### src/rqmh_pkg.sv
// shared types and constants of the range qualifier
`default_nettype none
package rqmh_pkg;

	// configuration port
	localparam int CFG_IDX_W  = 3;
	localparam int CFG_DATA_W = 16;

	typedef enum logic [CFG_IDX_W-1:0] {
		REG_SHORT_TO_LONG = 3'd0,
		REG_LONG_TO_SHORT = 3'd1,
		REG_OUTLIER_LIMIT = 3'd2,
		REG_SHORT_STUCK   = 3'd3,
		REG_LONG_STUCK    = 3'd4,
		REG_SHORT_BASE    = 3'd5,
		REG_LONG_BASE     = 3'd6,
		REG_NOISE_REF     = 3'd7
	} cfg_reg_t;

	// register values after reset
	localparam logic [15:0] RST_SHORT_TO_LONG = 16'd1150;
	localparam logic [15:0] RST_LONG_TO_SHORT = 16'd950;
	localparam logic [15:0] RST_OUTLIER_LIMIT = 16'd5000;
	localparam logic [7:0]  RST_SHORT_STUCK   = 8'd40;
	localparam logic [7:0]  RST_LONG_STUCK    = 8'd6;
	localparam logic [15:0] RST_SHORT_BASE    = 16'd2500;
	localparam logic [15:0] RST_LONG_BASE     = 16'd5000;
	localparam logic [15:0] RST_NOISE_REF     = 16'd2500;

	// sensor status codes
	localparam logic [7:0] STATUS_VALID   = 8'd0;
	localparam logic [7:0] STATUS_NO_WRAP = 8'd6;

	localparam logic [7:0] BAD_COUNT_MAX = 8'd255;

	// fixed point noise model: log2(80)/1500 in Q24, ln2 and one in Q30
	localparam logic [16:0] LOG2_COEF_Q24 = 17'd70710;
	localparam logic [63:0] LN2_Q30       = 64'd744261118;
	localparam logic [63:0] ONE_Q30       = 64'd1073741824;
	localparam int          TAYLOR_TERMS  = 48;

	// shared multiplier operand widths
	localparam int MUL_A_W = 32;
	localparam int MUL_B_W = 24;
	localparam int MUL_P_W = MUL_A_W + MUL_B_W;

	typedef struct packed {
		logic        data_ready;
		logic        read_ok;
		logic [7:0]  range_status;
		logic [15:0] range_mm;
	} meas_beat_t;

	typedef struct packed {
		logic        sample_valid;
		logic [15:0] distance_mm;
		logic [23:0] std_um;
		logic        mode_now;
		logic        switch_mode;
		logic        restart;
	} result_beat_t;

	// between the top level and the noise sequencer
	typedef struct packed {
		logic        start;
		logic [15:0] base_um;
		logic [15:0] range_mm;
		logic [15:0] ref_mm;
	} noise_req_t;

	typedef struct packed {
		logic        done;
		logic [23:0] std_um;
	} noise_rsp_t;

endpackage
`default_nettype wire

### src/range_qualifier_mode_hysteresis.sv
// top level of the range sample qualifier with mode hysteresis and noise model
// usage:
//  - one measurement beat per sensor period on meas (valid/stall), one result
//    beat per measurement on result (valid/stall)
//  - the sample is judged at the accepting edge: mode, bad count and skip flag
//    update there, and the deviation is worked out afterwards
//  - the noise sequencer runs every item through four passes of one 32x24
//    multiplier and two table reads; a new measurement is taken only once
//    the previous result has entered the output register
//  - meas_stall is high while an item is in flight or its result waits to
//    enter the output register; the output register itself may still hold
//    an earlier result, so a slow receiver costs at most one item of slack
//  - a stalled result stays in the output register unchanged
//  - reset gives short mode, zero bad count, no skip and the register
//    defaults; config writes go through cfg_wen, cfg_index, cfg_data, and the
//    user must write only while the block is idle, which it does not enforce
//  - registers: 0 short_to_long_mm, 1 long_to_short_mm, 2 outlier_limit_mm,
//    3 short_stuck_limit, 4 long_stuck_limit, 5 short_std_base_um,
//    6 long_std_base_um, 7 noise_ref_mm
`default_nettype none
module range_qualifier_mode_hysteresis
	import rqmh_pkg::*;
#(
	parameter int EXP_TABLE_DEPTH = 64
) (
	input  wire logic                  clk,
	input  wire logic                  arst_n,
	input  wire logic                  meas_valid,
	output logic                       meas_stall,
	input  wire meas_beat_t            meas,
	output logic                       result_valid,
	input  wire logic                  result_stall,
	output result_beat_t               result,
	input  wire logic                  cfg_wen,
	input  wire logic [CFG_IDX_W-1:0]  cfg_index,
	input  wire logic [CFG_DATA_W-1:0] cfg_data
);

	// configuration registers
	logic [15:0] short_to_long_q;
	logic [15:0] long_to_short_q;
	logic [15:0] outlier_limit_q;
	logic [7:0]  short_stuck_q;
	logic [7:0]  long_stuck_q;
	logic [15:0] short_base_q;
	logic [15:0] long_base_q;
	logic [15:0] noise_ref_q;

	// qualifier state
	logic        long_mode_q;
	logic [7:0]  bad_count_q;
	logic        skip_next_q;
	logic        busy_q;

	// fields held for the result beat while the deviation is computed
	logic        valid_hold_q;
	logic [15:0] dist_hold_q;
	logic        mode_hold_q;
	logic        switch_hold_q;
	logic        restart_hold_q;

	logic         result_valid_q;
	result_beat_t result_q;

	logic        accept;
	logic        status_ok;
	logic        good;
	logic        to_long;
	logic        to_short;
	logic        switch_d;
	logic [7:0]  bad_inc;
	logic [7:0]  stuck_limit;
	logic        restart_d;
	logic        load;

	noise_req_t  noise_req;
	noise_rsp_t  noise_rsp;

	assign accept = meas_valid && !meas_stall;
	assign meas_stall = busy_q;

	// sample judgement against the state before this beat
	assign status_ok = (meas.range_status == STATUS_VALID)
		|| (long_mode_q && (meas.range_status == STATUS_NO_WRAP));
	assign good = meas.data_ready && meas.read_ok && status_ok
		&& (meas.range_mm < outlier_limit_q);

	assign to_long  = !long_mode_q && (meas.range_mm > short_to_long_q);
	assign to_short = long_mode_q && (meas.range_mm < long_to_short_q);
	assign switch_d = !skip_next_q && good && (to_long || to_short);

	// bad count saturates, then the per-mode limit decides on a restart
	assign bad_inc     = (bad_count_q == BAD_COUNT_MAX) ? BAD_COUNT_MAX : bad_count_q + 8'd1;
	assign stuck_limit = long_mode_q ? long_stuck_q : short_stuck_q;
	assign restart_d   = !skip_next_q && !good && (bad_inc > stuck_limit);

	// deviation uses the base of the mode the sample was taken in
	assign noise_req.start    = accept;
	assign noise_req.base_um  = long_mode_q ? long_base_q : short_base_q;
	assign noise_req.range_mm = meas.range_mm;
	assign noise_req.ref_mm   = noise_ref_q;

	rqmh_noise_seq #(
		.EXP_TABLE_DEPTH (EXP_TABLE_DEPTH)
	) u_noise (
		.clk    (clk),
		.arst_n (arst_n),
		.req    (noise_req),
		.ack    (load),
		.rsp    (noise_rsp)
	);

	// finished item enters the output register once the slot is free
	assign load = noise_rsp.done && (!result_valid_q || !result_stall);

	always_ff @(posedge clk or negedge arst_n) begin
		if (!arst_n) begin
			short_to_long_q <= RST_SHORT_TO_LONG;
			long_to_short_q <= RST_LONG_TO_SHORT;
			outlier_limit_q <= RST_OUTLIER_LIMIT;
			short_stuck_q   <= RST_SHORT_STUCK;
			long_stuck_q    <= RST_LONG_STUCK;
			short_base_q    <= RST_SHORT_BASE;
			long_base_q     <= RST_LONG_BASE;
			noise_ref_q     <= RST_NOISE_REF;
		end else if (cfg_wen) begin
			case (cfg_index)
				REG_SHORT_TO_LONG: short_to_long_q <= cfg_data;
				REG_LONG_TO_SHORT: long_to_short_q <= cfg_data;
				REG_OUTLIER_LIMIT: outlier_limit_q <= cfg_data;
				REG_SHORT_STUCK:   short_stuck_q   <= cfg_data[7:0];
				REG_LONG_STUCK:    long_stuck_q    <= cfg_data[7:0];
				REG_SHORT_BASE:    short_base_q    <= cfg_data;
				REG_LONG_BASE:     long_base_q     <= cfg_data;
				REG_NOISE_REF:     noise_ref_q     <= cfg_data;
				default: begin
				end
			endcase
		end
	end

	always_ff @(posedge clk or negedge arst_n) begin
		if (!arst_n) begin
			long_mode_q <= 1'b0;
			bad_count_q <= '0;
			skip_next_q <= 1'b0;
		end else if (accept) begin
			if (skip_next_q) begin
				// sample right after a mode switch is dropped
				skip_next_q <= 1'b0;
				bad_count_q <= '0;
			end else if (good) begin
				bad_count_q <= '0;
				skip_next_q <= switch_d;
				if (switch_d) begin
					long_mode_q <= !long_mode_q;
				end
			end else begin
				bad_count_q <= restart_d ? 8'd0 : bad_inc;
			end
		end
	end

	always_ff @(posedge clk or negedge arst_n) begin
		if (!arst_n) begin
			busy_q <= 1'b0;
		end else if (accept) begin
			busy_q <= 1'b1;
		end else if (load) begin
			busy_q <= 1'b0;
		end
	end

	always_ff @(posedge clk) begin
		if (accept) begin
			valid_hold_q   <= !skip_next_q && good;
			dist_hold_q    <= (!skip_next_q && good) ? meas.range_mm : 16'd0;
			mode_hold_q    <= switch_d ? !long_mode_q : long_mode_q;
			switch_hold_q  <= switch_d;
			restart_hold_q <= restart_d;
		end
	end

	always_ff @(posedge clk or negedge arst_n) begin
		if (!arst_n) begin
			result_valid_q <= 1'b0;
		end else if (load) begin
			result_valid_q <= 1'b1;
		end else if (!result_stall) begin
			result_valid_q <= 1'b0;
		end
	end

	always_ff @(posedge clk) begin
		if (load) begin
			result_q.sample_valid <= valid_hold_q;
			result_q.distance_mm  <= dist_hold_q;
			result_q.std_um       <= valid_hold_q ? noise_rsp.std_um : 24'd0;
			result_q.mode_now     <= mode_hold_q;
			result_q.switch_mode  <= switch_hold_q;
			result_q.restart      <= restart_hold_q;
		end
	end

	assign result_valid = result_valid_q;
	assign result       = result_q;

endmodule
`default_nettype wire

### src/rqmh_mul.sv
// shared unsigned multiplier with registered product
`default_nettype none
module rqmh_mul
	import rqmh_pkg::*;
(
	input  wire logic               clk,
	input  wire logic [MUL_A_W-1:0] a,
	input  wire logic [MUL_B_W-1:0] b,
	output logic      [MUL_P_W-1:0] prod
);

	logic [MUL_P_W-1:0] prod_q;

	always_ff @(posedge clk) begin
		prod_q <= {{MUL_B_W{1'b0}}, a} * {{MUL_A_W{1'b0}}, b};
	end

	assign prod = prod_q;

endmodule
`default_nettype wire

### src/rqmh_exp_rom.sv
// constant table of 2^(i/depth) in q30 with registered read
`default_nettype none
module rqmh_exp_rom
	import rqmh_pkg::*;
#(
	parameter int EXP_TABLE_DEPTH = 64
) (
	input  wire logic                                 clk,
	input  wire logic [$clog2(EXP_TABLE_DEPTH+1)-1:0] addr,
	output logic      [31:0]                          data
);

	localparam int AW = $clog2(EXP_TABLE_DEPTH + 1);

	// truncated integer taylor series of exp(i*ln2/depth)
	function automatic logic [31:0] tab_entry(input int unsigned i);
		logic [63:0] arg;
		logic [63:0] t;
		logic [63:0] s;
		arg = (LN2_Q30 * 64'(i)) / EXP_TABLE_DEPTH;
		t = ONE_Q30;
		s = ONE_Q30;
		for (int n = 1; n < TAYLOR_TERMS; n++) begin
			if (t != 64'd0) begin
				t = ((t * arg) >> 30) / 64'(n);
				s = s + t;
			end
		end
		return s[31:0];
	endfunction

	logic [31:0] tab [EXP_TABLE_DEPTH+1];
	logic [31:0] data_q;

	for (genvar g = 0; g <= EXP_TABLE_DEPTH; g++) begin : g_tab
		localparam logic [31:0] ENTRY = tab_entry(g);
		assign tab[g] = ENTRY;
	end

	always_ff @(posedge clk) begin
		if (addr <= AW'(EXP_TABLE_DEPTH)) begin
			data_q <= tab[addr];
		end else begin
			data_q <= '0;
		end
	end

	assign data = data_q;

endmodule
`default_nettype wire

### src/rqmh_noise_seq.sv
// sequencer for base*(1+2^y) over the shared multiplier and the table
`default_nettype none
module rqmh_noise_seq
	import rqmh_pkg::*;
#(
	parameter int EXP_TABLE_DEPTH = 64
) (
	input  wire logic       clk,
	input  wire logic       arst_n,
	input  wire noise_req_t req,
	input  wire logic       ack,
	output noise_rsp_t      rsp
);

	localparam int AW   = $clog2(EXP_TABLE_DEPTH + 1);
	localparam int IDXW = $clog2(EXP_TABLE_DEPTH);

	typedef enum logic [7:0] {
		S_IDLE = 8'b0000_0001,
		S_Y    = 8'b0000_0010,
		S_POS  = 8'b0000_0100,
		S_LO   = 8'b0000_1000,
		S_HI   = 8'b0001_0000,
		S_MIX  = 8'b0010_0000,
		S_TERM = 8'b0100_0000,
		S_DONE = 8'b1000_0000
	} seq_state_t;

	seq_state_t state_q, state_d;

	logic [MUL_A_W-1:0] mul_a;
	logic [MUL_B_W-1:0] mul_b;
	logic [MUL_P_W-1:0] prod;
	logic [AW-1:0]      rom_addr;
	logic [31:0]        rom_data;

	logic [16:0]        diff;
	logic [15:0]        diff_abs;
	logic [34:0]        y_val;
	logic [IDXW-1:0]    idx;
	logic [31:0]        mant;
	logic [5:0]         shamt;
	logic [47:0]        term;
	logic [48:0]        total;
	logic [23:0]        std_d;

	logic [15:0]        base_q;
	logic               neg_q;
	logic signed [10:0] ip_q;
	logic [IDXW-1:0]    idx_q;
	logic [23:0]        w_q;
	logic [31:0]        lo_q;
	logic [23:0]        std_q;

	rqmh_mul u_mul (
		.clk  (clk),
		.a    (mul_a),
		.b    (mul_b),
		.prod (prod)
	);

	rqmh_exp_rom #(
		.EXP_TABLE_DEPTH (EXP_TABLE_DEPTH)
	) u_rom (
		.clk  (clk),
		.addr (rom_addr),
		.data (rom_data)
	);

	assign diff     = {1'b0, req.range_mm} - {1'b0, req.ref_mm};
	assign diff_abs = diff[16] ? 16'(-diff) : diff[15:0];

	// signed exponent in log2 units, q24
	assign y_val = neg_q ? 35'(-{2'b00, prod[32:0]}) : {2'b00, prod[32:0]};

	assign idx  = prod[24 +: IDXW];
	assign mant = 32'(lo_q + prod[55:24]);

	assign shamt = 6'(11'd30 - ip_q);
	assign term  = prod[47:0] >> shamt;

	always_comb begin
		total = '0;
		if (base_q == 16'd0) begin
			std_d = '0;
		end else if (ip_q >= 11'sd24) begin
			std_d = '1;
		end else begin
			if (ip_q < -11'sd33) begin
				total = 49'(base_q);
			end else begin
				total = {1'b0, term} + 49'(base_q);
			end
			std_d = (|total[48:24]) ? '1 : total[23:0];
		end
	end

	// operand selection for the shared multiplier
	always_comb begin
		case (state_q)
			S_IDLE: begin
				mul_a = MUL_A_W'(diff_abs);
				mul_b = MUL_B_W'(LOG2_COEF_Q24);
			end
			S_Y: begin
				mul_a = MUL_A_W'(y_val[23:0]);
				mul_b = MUL_B_W'(EXP_TABLE_DEPTH);
			end
			S_HI: begin
				mul_a = rom_data - lo_q;
				mul_b = w_q;
			end
			S_MIX: begin
				mul_a = mant;
				mul_b = MUL_B_W'(base_q);
			end
			default: begin
				mul_a = '0;
				mul_b = '0;
			end
		endcase
	end

	assign rom_addr = (state_q == S_POS) ? AW'(idx) : AW'(idx_q) + AW'(1);

	always_comb begin
		case (state_q)
			S_IDLE:  state_d = req.start ? S_Y : S_IDLE;
			S_Y:     state_d = S_POS;
			S_POS:   state_d = S_LO;
			S_LO:    state_d = S_HI;
			S_HI:    state_d = S_MIX;
			S_MIX:   state_d = S_TERM;
			S_TERM:  state_d = S_DONE;
			S_DONE:  state_d = ack ? S_IDLE : S_DONE;
			default: state_d = S_IDLE;
		endcase
	end

	always_ff @(posedge clk or negedge arst_n) begin
		if (!arst_n) begin
			state_q <= S_IDLE;
		end else begin
			state_q <= state_d;
		end
	end

	always_ff @(posedge clk) begin
		case (state_q)
			S_IDLE: begin
				if (req.start) begin
					base_q <= req.base_um;
					neg_q  <= diff[16];
				end
			end
			S_Y: begin
				ip_q <= y_val[34:24];
			end
			S_POS: begin
				idx_q <= idx;
				w_q   <= prod[23:0];
			end
			S_LO: begin
				lo_q <= rom_data;
			end
			S_TERM: begin
				std_q <= std_d;
			end
			default: begin
			end
		endcase
	end

	assign rsp.done   = (state_q == S_DONE);
	assign rsp.std_um = std_q;

endmodule
`default_nettype wire

### config.mk
export PLATFORM = sky130hd
export DESIGN_NAME = range_qualifier_mode_hysteresis
export DESIGN_NICKNAME = d
export VERILOG_FILES = /design/src/rqmh_pkg.sv /design/src/range_qualifier_mode_hysteresis.sv /design/src/rqmh_mul.sv /design/src/rqmh_exp_rom.sv /design/src/rqmh_noise_seq.sv
export SDC_FILE = /design/constraint.sdc
export NUM_CORES = 2
export LEC_CHECK = 0
export BUFFER_PORTS_ARGS = -buffer_cell sky130_fd_sc_hd__buf_4
export CORE_UTILIZATION = 35
export CTS_CLUSTER_DIAMETER = 30
export DETAILED_ROUTE_END_ITERATION = 8
export GPL_TIMING_DRIVEN = 0
export MAX_ROUTING_LAYER = met4
export PLACE_DENSITY_LB_ADDON = 0.15
export SLEW_MARGIN = 20
export SYNTH_ARGS = -nofsm -noshare
export SYNTH_HDL_FRONTEND = slang
export SYNTH_SLANG_ARGS = --single-unit
### constraint.sdc
create_clock -name clk -period 20.5 [get_ports clk]
set_input_delay 1.025 -clock clk [delete_from_list [all_inputs] [get_ports clk]]
set_output_delay 1.025 -clock clk [all_outputs]
set_load 0.05 [all_outputs]
==> key figures <==
Setup path
  • Crit path from: meas[0]
  • Critical Path AT: 14.53 ns
  • CP peak stage delay: 0.86 ns
  • Crit path max fanout: 10
  • Crit start category: input pin
  • Critical Path RT: 21.09 ns
  • R2R cell count: 37
  • Worst setup EP type: flip-flop
  • R2r setup slk: 6.57 ns
  • Slowest stage cell, crit path: a31oi_1
  • Most frequent CP cell: fa_1
  • Crit path capture: u_noise.u_mul.prod[54]
  • FF-to-FF Start: u_noise.lo_q[0]
  • RR Endpoint: u_noise.u_mul.prod[54]
  • Worst Setup Path Type: input pin to flip-flop

GRT
  • Largest net degree at the start of global routing: 81
  • GR Overflow Total: 0
  • First-pass GRT wire length: 316 mm
  • Number of global-route vias before repair: 45,900
  • Antenna violations before repair: 15
  • Tot GR Track Use: 29.4%

Final layout
  • Share of post-route cells with drive strength above 1: 9.38%
  • Layout area overhead: 14.5%
  • Leading cell type in the layout, fill and taps excluded: inv_1
  • Most frequent cells in the layout: 914 x inv_1, 847 x nand2_1, 662 x fa_1
  • Final #Nets: 7,116

STA
  • Setup tns final: 0 ns
  • Slew margin rel.: 7.15%
  • Unrepaired setup endpoints after global routing: false
  • Final Hold Fails: 0
  • Slew Limit Fails: 0
  • Slew @ Worst Pin: 1.39 ns
  • Clock Skew: 0.0575 ns
  • Final period utilization: 68.0%
  • Max Clock Freq: 71.7 MHz
  • Minimum clock period: 13.94 ns
  • Fin worst setup slack: 6.56 ns
  • Final setup fails: 0

Clock tree
  • Resize count post-CTS: 0
  • Total CTS buffers: 107
  • Post-CTS Setup Inserts: 0
  • Clk_lat worst skew: 0.71 ns
  • Worst-path clk slew: 0.04 ns
  • CTS Root Buffer Type: clkbuf_16
  • Clk sinks: 396
  • Clock buffer depth: 3
  • CTS Hold Bufs: 0
  • H-tree depth: 3
  • CTS tree: built

Synth
  • Mapped Cells: 5,824
  • Main flop type after synthesis: edfxtp_1
  • Async set-reset flop share out of synthesis: 33.3%
  • EDFF count, synth: 177
  • Synth cell types: 100
  • Register area share after synthesis: 20.0%
  • Nets in the synthesized netlist: 6,892
  • #FFs+latches synth: 396
  • Synth Area per Inst: 8.92 sq um
  • Mapped cell area: 51,900 sq um
  • Synth Warn #: 0

Route
  • Starting DRT DRC Count: 4,111
  • 1st-pass router iterations: 6
  • Routed WL: 216 mm
  • DR vias/cell: 5.56
  • Vias: 44,900
  • WL/cell: 26.7 microns
  • Residual DRC count: 0
  • Routed Antenna Nets: 0

Min path
  • Hold Crit Class: input pin to asynchronous set/reset pin

Floorplan
  • Die area: 150,000 sq um
  • Io pins: 96
  • Die width: 387 microns
  • Site Rows: 140
  • Initial core utilization: 35.5%
  • Chip Height: 387 microns
  • Area of the core: 146,000 sq um

Status
  • Status: completed

Power and ir drop
  • Overall Power: 12.2 mW
  • Maximum vdd drop: 0.000633 V
  • PwrDens: 204 nW/um^2
  • Static leakage: 26.9 nW

Placed design
  • DP Worst Slack: 6.14 ns
  • Buffers on Ports: 91
  • Routability congestion estimate: 0.993
  • Hpwl dp: 173 mm

Job
  • Max-Cap Viols: 0
-- sequential cells by signal, summed over array words and instances, names as in the netlist, 16 cells and up --
register / flops
dist_hold_q: 16
long_base_q: 16
long_to_short_q: 16
noise_ref_q: 16
outlier_limit_q: 16
result: 44
short_base_q: 16
short_to_long_q: 16
u_noise.base_q: 16
u_noise.lo_q: 31
u_noise.std_q: 24
u_noise.u_mul.prod: 56
u_noise.u_rom.data: 31
u_noise.w_q: 24
-- synthesized netlist by cell type (68+ instances only) --
cell      instances  area [sq um]
xnor2_1         136          1190
clkbuf_1        263           987
nor2_1          263           987
a31oi_1          68           425
dfrtp_1          93          2330
dfxtp_1          87          1740
edfxtp_1        177          5320
ha_1            356          4450
a21o_1          122           916
and2_1          189          1180
nand2_1         847          3180
o21ai_0         248          1240
fa_1            662         13300
a21oi_1         332          1660
mux2_2          102          1150
nand3_1          76           380
inv_1           917          3440
-- how the worst min path moves through the flow --
stage,start,end,slack (ns)
finish,arst_n,long_to_short_q[12],0.23
global route,arst_n,long_to_short_q[6],0.24
CTS,arst_n,long_to_short_q[12],0.21
detailed placement,dist_hold_q[0],result[27],0.41
global placement,dist_hold_q[2],result[29],0.40
floorplan,restart_hold_q,result[0],0.40
-- where the power goes --
| group | switching, mW | leakage, nW | total (mW) | internal, mW |
|---|---|---|---|---|
| Sequential | 0.184 | 3.88 | 1.25 | 1.06 |
| Clock | 0.543 | 1.95 | 1.85 | 1.31 |
| Combinational | 5.54 | 21.1 | 9.06 | 3.52 |
| Total | 6.27 | 26.9 | 12.2 | 5.89 |
-- logic make-up after synthesis --
family | count (synthesis) | synth area share, %
fa+ha+maj | 1018 | 34.1
mux | 199 | 5.00
xor+xnor | 193 | 3.30
compound gates | 1151 | 14.1
buf+inv | 1225 | 9.02
simple gates | 1642 | 14.5
flops | 396 | 20.0
-- stage by stage --
stage	hold slack [ns]	area, sq um	utilization (%)	cells
floorplan	0.400	51900	-	5824
global placement	0.405	55000	37.6	7832
global route	0.245	59500	40.6	8062
finish	0.228	59500	40.6	8067
detailed placement	0.405	55400	37.8	7854
CTS	0.211	59500	40.6	8058
-- layout make-up --
| type | instances | area (sq um) |
|---|---|---|
| Timing Repair Buffer | 115 | 955 |
| Multi-Input combinational cell | 4203 | 36900 |
| Sequential cell | 396 | 10400 |
| Antenna cell | 7 | 17.5 |
| Clock buffer | 137 | 2990 |
| Clock inverter | 67 | 1090 |
| Tap cell | 1917 | 2400 |
| Inverter | 922 | 3460 |
| Fill cell | 14900 | 87000 |
| Buffer | 303 | 1230 |
-- layer usage --
| metal | GRT usage, % | vias up | share of wire [%] |
|---|---|---|---|
| li1 | - | 19700 | - |
| met1 | 39.5 | 22800 | 44 |
| met2 | 44.6 | 1976 | 45 |
| met3 | 4.65 | 431 | 7.5 |
| met4 | 11.4 | 0 | 4.3 |
| met5 | - | - | 0 |
-- worst max-delay path, delay by kind of cell --
family / cells / cell delay (ns)
adders and majority gates: 10 / 4.49
AOI/OAI and AO/OA: 14 / 4.08
and+or+nand+nor: 7 / 2.83
buffers and inverters: 10 / 1.59
xor gates and xnor gates: 3 / 0.48
No activity file was read; power rests on OpenSTA's default activity.
